===== config.mk =====
export PLATFORM = sky130hd
export DESIGN_NAME = wildcard_byte_pattern_scan_flat
export DESIGN_NICKNAME = d
export VERILOG_FILES = /design/src/rtl/wbps_pkg.sv /design/src/rtl/wbps_if.sv /design/src/rtl/wildcard_byte_pattern_scan.sv /design/src/rtl/wbps_csr.sv /design/src/rtl/wbps_scan.sv /design/src/rtl/wbps_skid.sv /design/src/flat_wrapper.sv
export VERILOG_INCLUDE_DIRS = /design/src /design/src/rtl
export SDC_FILE = /design/constraint.sdc
export NUM_CORES = 1
export LEC_CHECK = 0
export BUFFER_PORTS_ARGS = -buffer_cell sky130_fd_sc_hd__buf_4
export CAP_MARGIN = 15
export CORE_ASPECT_RATIO = 0.5
export CORE_MARGIN = 3
export CORE_UTILIZATION = 44
export CTS_CLUSTER_SIZE = 12
export DETAILED_ROUTE_END_ITERATION = 12
export HOLD_SLACK_MARGIN = 0.12
export PLACE_DENSITY_LB_ADDON = 0.2
export SKIP_CTS_REPAIR_TIMING = 1
export SYNTH_ARGS = -nofsm -noshare
export SYNTH_HDL_FRONTEND = slang
export SYNTH_SLANG_ARGS = --single-unit

===== constraint.sdc =====
create_clock -name clock -period 10.65 [get_ports clock]
set_clock_uncertainty 0.2 [all_clocks]
set_input_delay 0.5325 -clock clock [delete_from_list [all_inputs] [get_ports clock]]
set_output_delay 0.5325 -clock clock [all_outputs]
set_load 0.01 [all_outputs]

===== src/rtl/wildcard_byte_pattern_scan_macros.svh =====
// ----------------------------------------------------------------------------
// wildcard byte pattern scan assertion macros
// shared concurrent assertion wrappers for the scan block
// ----------------------------------------------------------------------------
`ifndef WILDCARD_BYTE_PATTERN_SCAN_MACROS_SVH
`define WILDCARD_BYTE_PATTERN_SCAN_MACROS_SVH

// checked at every rising clock edge outside reset
`define WBPS_ASSERT(label, clk, rst, prop, msg) \
   label: assert property (@(posedge clk) disable iff (rst) prop) else $error(msg);

// checked at every rising clock edge, reset included
`define WBPS_ASSERT_ALWAYS(label, clk, prop, msg) \
   label: assert property (@(posedge clk) prop) else $error(msg);

`endif


===== src/rtl/wbps_pkg.sv =====
// ----------------------------------------------------------------------------
// wbps_pkg
// types and constants shared by the wildcard byte pattern scan block
// ----------------------------------------------------------------------------
package wbps_pkg;

   localparam int CSR_INDEX_BITS = 3;
   localparam int CSR_DATA_BITS  = 64;
   localparam int POS_BITS       = 32;
   localparam int COUNT_BITS     = 16;
   localparam int LEN_BITS       = 5;
   localparam int ADDR_OUT_BITS  = 32;

   typedef enum logic [CSR_INDEX_BITS-1:0] {
      REG_PATTERN_LOW   = 3'd0,
      REG_PATTERN_HIGH  = 3'd1,
      REG_WILDCARD_MASK = 3'd2,
      REG_PATTERN_LEN   = 3'd3,
      REG_OCCURRENCE    = 3'd4,
      REG_BASE_ADDRESS  = 3'd5,
      REG_RESULT_OFFSET = 3'd6
   } reg_index_type;

   typedef struct packed {
      logic [63:0]             pattern_low;
      logic [63:0]             pattern_high;
      logic [15:0]             wildcard_mask;
      logic [LEN_BITS-1:0]     pattern_length;
      logic [COUNT_BITS-1:0]   occurrence;
      logic [31:0]             base_address;
      logic signed [31:0]      result_offset;
   } cfg_type;

   typedef struct packed {
      logic                     found;
      logic [ADDR_OUT_BITS-1:0] match_address;
   } result_type;

endpackage


===== src/rtl/wbps_if.sv =====
// ----------------------------------------------------------------------------
// wbps channel interfaces
// valid/ready channels for bytes, results and register writes
// ----------------------------------------------------------------------------
interface wbps_req_if;
   logic       valid;
   logic       ready;
   logic [7:0] data_byte;
   logic       last;

   modport source (output valid, output data_byte, output last, input ready);
   modport sink (input valid, input data_byte, input last, output ready);
endinterface

interface wbps_rsp_if;
   logic                               valid;
   logic                               ready;
   logic                               found;
   logic [wbps_pkg::ADDR_OUT_BITS-1:0] match_address;

   modport source (output valid, output found, output match_address, input ready);
   modport sink (input valid, input found, input match_address, output ready);
endinterface

interface wbps_csr_if;
   logic                                valid;
   logic                                ready;
   logic [wbps_pkg::CSR_INDEX_BITS-1:0] index;
   logic [wbps_pkg::CSR_DATA_BITS-1:0]  data;

   modport source (output valid, output index, output data, input ready);
   modport sink (input valid, input index, input data, output ready);
endinterface


===== src/rtl/wildcard_byte_pattern_scan.sv =====
// ----------------------------------------------------------------------------
// wildcard_byte_pattern_scan
// streaming byte scan for a wildcard pattern, reporting the nth match address
// ----------------------------------------------------------------------------
// req_chan takes one byte per word with a last flag closing each range.
// rsp_chan returns at most one word per range: found with the address
// base + match start + offset, or found=0 and address 0 on the last byte
// when the requested match never completed. After a match the rest of the
// range is consumed silently; the last byte then clears the stream state.
// csr_chan writes registers by index (0 pattern_low .. 6 result_offset),
// always ready; write only while no byte is in flight.
// Throughput: one byte per cycle while req_chan.ready is high. The window
// shift, the parallel compare against all pattern bytes and the address
// sum finish in the accepting cycle, and the result is then registered.
// Results sit in an output register backed by one skid slot; req_chan.ready
// drops only while both slots hold words that the receiver has not taken.
// Synchronous reset clears the stream state, the output slots and the
// registers (pattern_length resets to 1); no clearing pass is needed.
// ----------------------------------------------------------------------------
module wildcard_byte_pattern_scan #(
   parameter int MAX_PATTERN  = 16,
   parameter int ADDRESS_BITS = 32
) (
   input  logic        clock,
   input  logic        reset,
   wbps_req_if.sink    req_chan,
   wbps_rsp_if.source  rsp_chan,
   wbps_csr_if.sink    csr_chan
);

   wbps_pkg::cfg_type    cfg;
   wbps_pkg::result_type res_data;
   logic                 res_valid;
   logic                 space;
   logic                 accept;

   assign req_chan.ready = space;
   assign accept = req_chan.valid && space;

   wbps_csr u_csr (
      .clock    (clock),
      .reset    (reset),
      .csr_chan (csr_chan),
      .cfg      (cfg)
   );

   wbps_scan #(
      .MAX_PATTERN  (MAX_PATTERN),
      .ADDRESS_BITS (ADDRESS_BITS)
   ) u_scan (
      .clock     (clock),
      .reset     (reset),
      .cfg       (cfg),
      .accept    (accept),
      .data_byte (req_chan.data_byte),
      .last      (req_chan.last),
      .res_valid (res_valid),
      .res_data  (res_data)
   );

   wbps_skid u_skid (
      .clock    (clock),
      .reset    (reset),
      .in_valid (res_valid),
      .in_data  (res_data),
      .space    (space),
      .rsp_chan (rsp_chan)
   );

endmodule


===== src/rtl/wbps_csr.sv =====
// ----------------------------------------------------------------------------
// wbps_csr
// configuration registers of the scan block, written over the csr channel
// ----------------------------------------------------------------------------
module wbps_csr (
   input  logic              clock,
   input  logic              reset,
   wbps_csr_if.sink          csr_chan,
   output wbps_pkg::cfg_type cfg
);

   wbps_pkg::cfg_type cfg_ff;
   wbps_pkg::cfg_type cfg_in;

   assign csr_chan.ready = 1'b1;
   assign cfg = cfg_ff;

   always_comb begin
      cfg_in = cfg_ff;
      if (csr_chan.valid) begin
         unique case (wbps_pkg::reg_index_type'(csr_chan.index))
            wbps_pkg::REG_PATTERN_LOW:   cfg_in.pattern_low = csr_chan.data;
            wbps_pkg::REG_PATTERN_HIGH:  cfg_in.pattern_high = csr_chan.data;
            wbps_pkg::REG_WILDCARD_MASK: cfg_in.wildcard_mask = csr_chan.data[15:0];
            wbps_pkg::REG_PATTERN_LEN:
               cfg_in.pattern_length = csr_chan.data[wbps_pkg::LEN_BITS-1:0];
            wbps_pkg::REG_OCCURRENCE:
               cfg_in.occurrence = csr_chan.data[wbps_pkg::COUNT_BITS-1:0];
            wbps_pkg::REG_BASE_ADDRESS:  cfg_in.base_address = csr_chan.data[31:0];
            wbps_pkg::REG_RESULT_OFFSET:
               cfg_in.result_offset = $signed(csr_chan.data[31:0]);
            default: cfg_in = cfg_ff;
         endcase
      end
   end

   always_ff @(posedge clock) begin
      if (reset) begin
         cfg_ff <= '{pattern_length: wbps_pkg::LEN_BITS'(1), default: '0};
      end else begin
         cfg_ff <= cfg_in;
      end
   end

endmodule


===== src/rtl/wbps_scan.sv =====
// ----------------------------------------------------------------------------
// wbps_scan
// byte window, parallel wildcard compare, match counter and address sum
// ----------------------------------------------------------------------------
`include "wildcard_byte_pattern_scan_macros.svh"

module wbps_scan #(
   parameter int MAX_PATTERN  = 16,
   parameter int ADDRESS_BITS = 32
) (
   input  logic                 clock,
   input  logic                 reset,
   input  wbps_pkg::cfg_type    cfg,
   input  logic                 accept,
   input  logic [7:0]           data_byte,
   input  logic                 last,
   output logic                 res_valid,
   output wbps_pkg::result_type res_data
);

   localparam int IDX_BITS  = (MAX_PATTERN > 1) ? $clog2(MAX_PATTERN) : 1;
   localparam int FILL_BITS = $clog2(MAX_PATTERN + 1);
   localparam int LB        = wbps_pkg::LEN_BITS;
   localparam logic [31:0] ADDR_MASK = (ADDRESS_BITS >= 32) ? {32{1'b1}}
      : 32'((64'd1 << ADDRESS_BITS) - 64'd1);

   logic [7:0]                    window_ff [MAX_PATTERN];
   logic [7:0]                    window_in [MAX_PATTERN];
   logic [wbps_pkg::POS_BITS-1:0] pos_ff;
   logic [FILL_BITS-1:0]          fill_ff;
   logic [FILL_BITS-1:0]          fill_in;
   logic [wbps_pkg::COUNT_BITS-1:0] count_ff;
   logic                          finished_ff;

   logic [LB-1:0]  len;
   logic [LB-1:0]  sel_idx [MAX_PATTERN];
   logic [127:0]   pat_bytes;
   logic           all_ok;
   logic           hit;
   logic           target;
   logic [31:0]    start;
   logic [31:0]    addr_sum;

   assign pat_bytes = {cfg.pattern_high, cfg.pattern_low};
   assign len = (cfg.pattern_length > LB'(MAX_PATTERN)) ? LB'(MAX_PATTERN)
                                                        : cfg.pattern_length;

   always_comb begin
      for (int i = 0; i < MAX_PATTERN - 1; i++) begin
         window_in[i] = window_ff[i + 1];
      end
      window_in[MAX_PATTERN - 1] = data_byte;
      fill_in = (fill_ff < FILL_BITS'(MAX_PATTERN)) ? fill_ff + FILL_BITS'(1) : fill_ff;
   end

   // pattern byte k lines up with window slot MAX_PATTERN - len + k
   always_comb begin
      all_ok = 1'b1;
      for (int k = 0; k < MAX_PATTERN; k++) begin
         sel_idx[k] = '0;
         if (LB'(k) < len) begin
            sel_idx[k] = LB'(MAX_PATTERN) - len + LB'(k);
            if (!cfg.wildcard_mask[k] &&
                window_in[sel_idx[k][IDX_BITS-1:0]] != pat_bytes[8*k +: 8]) begin
               all_ok = 1'b0;
            end
         end
      end
   end

   assign hit    = !finished_ff && (len != '0) && (LB'(fill_in) >= len) && all_ok;
   assign target = hit && (count_ff == cfg.occurrence);

   assign start    = pos_ff - {{(32-LB){1'b0}}, len} + 32'd1;
   assign addr_sum = cfg.base_address + start + $unsigned(cfg.result_offset);

   always_comb begin
      res_valid = accept && (target || (last && !finished_ff));
      res_data.found = target;
      res_data.match_address = target ? (addr_sum & ADDR_MASK) : '0;
   end

   always_ff @(posedge clock) begin
      if (reset) begin
         pos_ff      <= '0;
         fill_ff     <= '0;
         count_ff    <= '0;
         finished_ff <= 1'b0;
      end else if (accept) begin
         if (last) begin
            pos_ff      <= '0;
            fill_ff     <= '0;
            count_ff    <= '0;
            finished_ff <= 1'b0;
         end else if (!finished_ff) begin
            pos_ff  <= pos_ff + 32'd1;
            fill_ff <= fill_in;
            if (target) begin
               finished_ff <= 1'b1;
            end else if (hit && count_ff != '1) begin
               count_ff <= count_ff + wbps_pkg::COUNT_BITS'(1);
            end
         end
      end
   end

   // window bytes are only compared once fill covers them, so no reset
   always_ff @(posedge clock) begin
      if (accept && !last && !finished_ff) begin
         window_ff <= window_in;
      end
   end

   `WBPS_ASSERT(a_no_result_after_found, clock, reset,
      finished_ff |-> !res_valid, "result produced after the requested match")

endmodule


===== src/rtl/wbps_skid.sv =====
// ----------------------------------------------------------------------------
// wbps_skid
// result register plus skid slot between the scan logic and the rsp channel
// ----------------------------------------------------------------------------
`include "wildcard_byte_pattern_scan_macros.svh"

module wbps_skid (
   input  logic                 clock,
   input  logic                 reset,
   input  logic                 in_valid,
   input  wbps_pkg::result_type in_data,
   output logic                 space,
   wbps_rsp_if.source           rsp_chan
);

   logic                 main_valid_ff;
   logic                 skid_valid_ff;
   wbps_pkg::result_type main_ff;
   wbps_pkg::result_type skid_ff;
   logic                 taken;

   assign taken = main_valid_ff && rsp_chan.ready;
   assign space = !skid_valid_ff;

   assign rsp_chan.valid         = main_valid_ff;
   assign rsp_chan.found         = main_ff.found;
   assign rsp_chan.match_address = main_ff.match_address;

   always_ff @(posedge clock) begin
      if (reset) begin
         main_valid_ff <= 1'b0;
         skid_valid_ff <= 1'b0;
      end else begin
         priority if (taken) begin
            main_valid_ff <= skid_valid_ff || in_valid;
            skid_valid_ff <= 1'b0;
         end else if (main_valid_ff) begin
            if (in_valid) begin
               skid_valid_ff <= 1'b1;
            end
         end else begin
            main_valid_ff <= in_valid;
         end
      end
   end

   always_ff @(posedge clock) begin
      priority if (taken) begin
         main_ff <= skid_valid_ff ? skid_ff : in_data;
      end else if (main_valid_ff) begin
         if (in_valid) begin
            skid_ff <= in_data;
         end
      end else begin
         main_ff <= in_data;
      end
   end

   `WBPS_ASSERT(a_skid_needs_main, clock, reset,
      skid_valid_ff |-> main_valid_ff, "skid slot full while output slot empty")
   `WBPS_ASSERT(a_no_overflow, clock, reset,
      in_valid |-> !skid_valid_ff, "result arrived with both slots full")
   `WBPS_ASSERT(a_skid_holds, clock, reset,
      (skid_valid_ff && !rsp_chan.ready) |=> (skid_valid_ff && $stable(skid_ff)),
      "stalled skid result lost or changed")

endmodule


===== src/flat_wrapper.sv =====
// flat-port wrapper written by rule: the top's interface ports become plain ports
module wildcard_byte_pattern_scan_flat 
#(
   parameter int MAX_PATTERN  = 16,
   parameter int ADDRESS_BITS = 32
)
  (clock, reset, req_chan_valid, req_chan_data_byte, req_chan_last, req_chan_ready, rsp_chan_valid, rsp_chan_found, rsp_chan_match_address, rsp_chan_ready, csr_chan_valid, csr_chan_index, csr_chan_data, csr_chan_ready);
  wbps_req_if req_chan_i ();
  wbps_rsp_if rsp_chan_i ();
  wbps_csr_if csr_chan_i ();
  input  logic clock;
  input  logic reset;
  input wire logic [$bits(req_chan_i.valid)-1:0] req_chan_valid;
  input wire logic [$bits(req_chan_i.data_byte)-1:0] req_chan_data_byte;
  input wire logic [$bits(req_chan_i.last)-1:0] req_chan_last;
  output wire logic [$bits(req_chan_i.ready)-1:0] req_chan_ready;
  output wire logic [$bits(rsp_chan_i.valid)-1:0] rsp_chan_valid;
  output wire logic [$bits(rsp_chan_i.found)-1:0] rsp_chan_found;
  output wire logic [$bits(rsp_chan_i.match_address)-1:0] rsp_chan_match_address;
  input wire logic [$bits(rsp_chan_i.ready)-1:0] rsp_chan_ready;
  input wire logic [$bits(csr_chan_i.valid)-1:0] csr_chan_valid;
  input wire logic [$bits(csr_chan_i.index)-1:0] csr_chan_index;
  input wire logic [$bits(csr_chan_i.data)-1:0] csr_chan_data;
  output wire logic [$bits(csr_chan_i.ready)-1:0] csr_chan_ready;
  assign req_chan_i.valid = req_chan_valid;
  assign req_chan_i.data_byte = req_chan_data_byte;
  assign req_chan_i.last = req_chan_last;
  assign req_chan_ready = req_chan_i.ready;
  assign rsp_chan_valid = rsp_chan_i.valid;
  assign rsp_chan_found = rsp_chan_i.found;
  assign rsp_chan_match_address = rsp_chan_i.match_address;
  assign rsp_chan_i.ready = rsp_chan_ready;
  assign csr_chan_i.valid = csr_chan_valid;
  assign csr_chan_i.index = csr_chan_index;
  assign csr_chan_i.data = csr_chan_data;
  assign csr_chan_ready = csr_chan_i.ready;
  wildcard_byte_pattern_scan #(.MAX_PATTERN(MAX_PATTERN), .ADDRESS_BITS(ADDRESS_BITS)) u_core (.clock(clock), .reset(reset), .req_chan(req_chan_i), .rsp_chan(rsp_chan_i), .csr_chan(csr_chan_i));
endmodule

==> metrics.txt <==
Core ar. 69500 sq um; Fillers between 6000 and 7000; Detail Placement HPWL 73000 um; largest net degree at the start of global routing about 190; number of global-route vias before repair about 24000; CP top delay family buffers and inverters; Seq cells post-synth between 400 and 500; Mapped Cells ~3300; Syn Area/Cell 9.45 sq um; DR vias around 26000; initial drt markers 2942; global-route wire length before repair 153000 um; # IOs roughly 120; CTS Buffer Depth 3; Hold Vio Cnt, Final 0; Cell Count, Final, Fillers Out 4346; post-synth design cell area between 30000 and 40000 sq um; max-slew violations 0; Overflow after GRT 0; Slew headroom 0.218; Mapped Nets 3484; P_leak around 13 nW; Bufs and invs on worst path 5; maxcap violations 0; cell count after placement about 4200; Die H 194 um; PD cells around 140 nW/um^2; worst setup path class reg -> reg; layout net count between 3000 and 4000; Vias/cell roughly 6; Sink Count around 470; die area 74200 sq um; Post-DRT Antenna Nets 0; Reg clk slew, reported paths roughly 0.070 ns; Placer Congestion between 0.9 and 1; synth cell count leaders nand2_1, mux2i_1, a21oi_1; CP most frequent cell buf_4; yosys warns 0; Synth area leader dfxtp_1; final instance area around 35000 sq um; Crit. End Element register; Area growth syn-to-layout 12.2%; Main synth FF type dfxtp_1; slew at the pin closest to its max-slew limit approximately 1.2 ns; Final Setup Violations 0; Area contributors post-synth dfxtp_1, edfxtp_1, mux2i_1; CTS tree done; Worst-Skew Late Latency 0.63 ns; Post-DP Area between 30000 and 40000 sq um; ys async rst share 0; post-layout min period 8.08 ns; most frequent cell after synthesis nand2_1; Detailed Route WL just over 100000 um; top achievable clock speed roughly 0.12 GHz; WL per Instance around 24 um; die width 382 um; TritonCTS buffer count 48; share of layout cells above drive strength 1 0.121; share of the yosys chip area belonging to registers 0.362; startpoint types register; Final Cycle Share 0.759; diodes inserted 0; setup TNS 0 ns; crit-path cells nor2b_4 > inv_4 > ha_4 > xnor2_4 > buf_4 > ha_1 > xnor2_4 > buf_4 > mux4_2 > mux2i_1 > xor2_1 > nor3_1 > nand3_1 > o41ai_1 > nor4b_2 > nand3_2 > buf_4 > a211oi_4 > buf_4; critical path arrival 8.15 ns; EDFF count, synth about 190; CP required between 10 and 15 ns; Worst Path Max Fanout 70; min-delay worst type in -> reg; antenna violations before repair 0; # rows just under 70; Total Power 4.81 mW; status completed; gr usage total 0.267; drt drc 0; peak supply drop between 0.1 and 0.15 mV; CP max stage cell nor4b_2; Synth cell types 91; port buffer count approximately 120; r2r setup slk between 2 and 3 ns; router iterations before antenna repair 6; largest stage delay on the critical path between 0.8 and 0.9 ns; root buf cell clkbuf_16; Yosys top cell area share 0.183; RSZ-0062 raised after global routing no; Initial Util 0.448; CTS H-tree lvls 2
-- metrics by stage --
step                hold WS, ns  setup slack, ns  utilization
finish                    0.125             2.57        0.503
global route              0.147             2.20        0.503
CTS                     -0.0845             2.70        0.491
detailed placement        0.244             2.75        0.470
global placement          0.235             2.81        0.470
floorplan                 0.222             1.50            -
-- final cells by class --
class | instances | area [sq um] | share of cell area
multi-input combinational | 2451 | 18400 | 0.526
sequential | 471 | 11300 | 0.323
timing repair buffer | 238 | 2020 | 0.0577
clock buffer | 75 | 1370 | 0.0393
tap | 945 | 1180 | 0.0338
inverter | 157 | 594 | 0.0170
clock inverter | 9 | 113 | 0.00322
-- report_power, final --
group,internal [mW],switching [mW]
Combinational,0.472,0.684
Clock,0.913,0.762
Sequential,1.92,0.0586
-- worst paths after layout --
path | cells after the start | endpoint | startpoint
max | 19 | u_core.u_skid.skid_ff[27]$_DFFE_PP_ | u_core.u_csr.cfg[84]$_SDFFE_PP0P_
min | 4 | u_core.u_skid.skid_valid_ff$_SDFFE_PP0P_ | req_chan_valid
max reg2reg | 19 | u_core.u_skid.skid_ff[27]$_DFFE_PP_ | u_core.u_csr.cfg[84]$_SDFFE_PP0P_
min reg2reg | 1 | u_core.u_scan.pos_ff[19]$_SDFFE_PP0P_ | u_core.u_scan.pos_ff[19]$_SDFFE_PP0P_
-- layer usage --
| layer | global-route usage | routed length, um | vias to the layer above |
|---|---|---|---|
| met1 | 0.380 | 44900 | 12700 |
| met3 | 0.0578 | 9340 | 213 |
| li1 | - | - | 12000 |
| met5 | 0 | 0 | - |
| met4 | 0.0896 | 3750 | 0 |
| met2 | 0.403 | 44800 | 1065 |
-- logic make-up after synthesis --
group                      count (synthesis)  synth area share
AOI/OAI and AO/OA                        652             0.131
muxes                                    501             0.208
other                                      1          0.000120
adders and majority gates                107            0.0516
and+or+nand+nor                          996             0.139
DFF                                      471             0.362
xor gates and xnor gates                 194            0.0567
buffers and inverters                    374            0.0519
-- sequential cells by signal, summed over array words and instances, names as in the netlist --
signal and flops:
u_core.u_skid.skid_ff 33, u_core.u_skid.skid_valid_ff 1, u_core.u_scan.finished_ff 1, u_core.u_skid.rsp_chan.found 1, u_core.u_scan.window_ff 120, u_core.u_scan.pos_ff 32
u_core.u_csr.cfg 229, u_core.u_skid.rsp_chan.valid 1, u_core.u_scan.fill_ff 5, u_core.u_scan.count_ff 16, u_core.u_skid.rsp_chan.match_address 32
-- worst reg2reg max path, stage by stage (launching register included) --
cell	delay, ns
dfxtp_2	0.66
nor2b_4	0.10
inv_4	0.60
ha_4	0.42
xnor2_4	0.15
buf_4	0.40
ha_1	0.39
xnor2_4	0.14
buf_4	0.57
mux4_2	0.45
mux2i_1	0.50
xor2_1	0.13
nor3_1	0.18
nand3_1	0.12
o41ai_1	0.66
nor4b_2	0.83
nand3_2	0.12
buf_4	0.34
a211oi_4	0.35
buf_4	0.41
-- layout by cell type, fill, tap and decap left out, types with 15 or more instances in the layout --
cell and n:
nand4_1 24, dlygate4sd3_1 74, nand2b_1 30, nor3_1 43, nor2b_1 19, xnor2_1 105, o21ai_0 54, nand2_1 610
xor2_1 82, nand3_1 40, clkbuf_16 49, a31oi_1 29, o22ai_1 16, fa_1 36, ha_1 70, o211ai_1 17
inv_1 150, a311oi_1 19, o22a_1 16, dfxtp_1 283, edfxtp_1 186, nor2_1 143, buf_4 159, mux2i_1 354
clkbuf_1 21, a21oi_1 317, o31ai_1 43, mux4_2 105, a21o_1 15, a211oi_1 17, mux2_2 30
(Power assumes the default switching activity.)
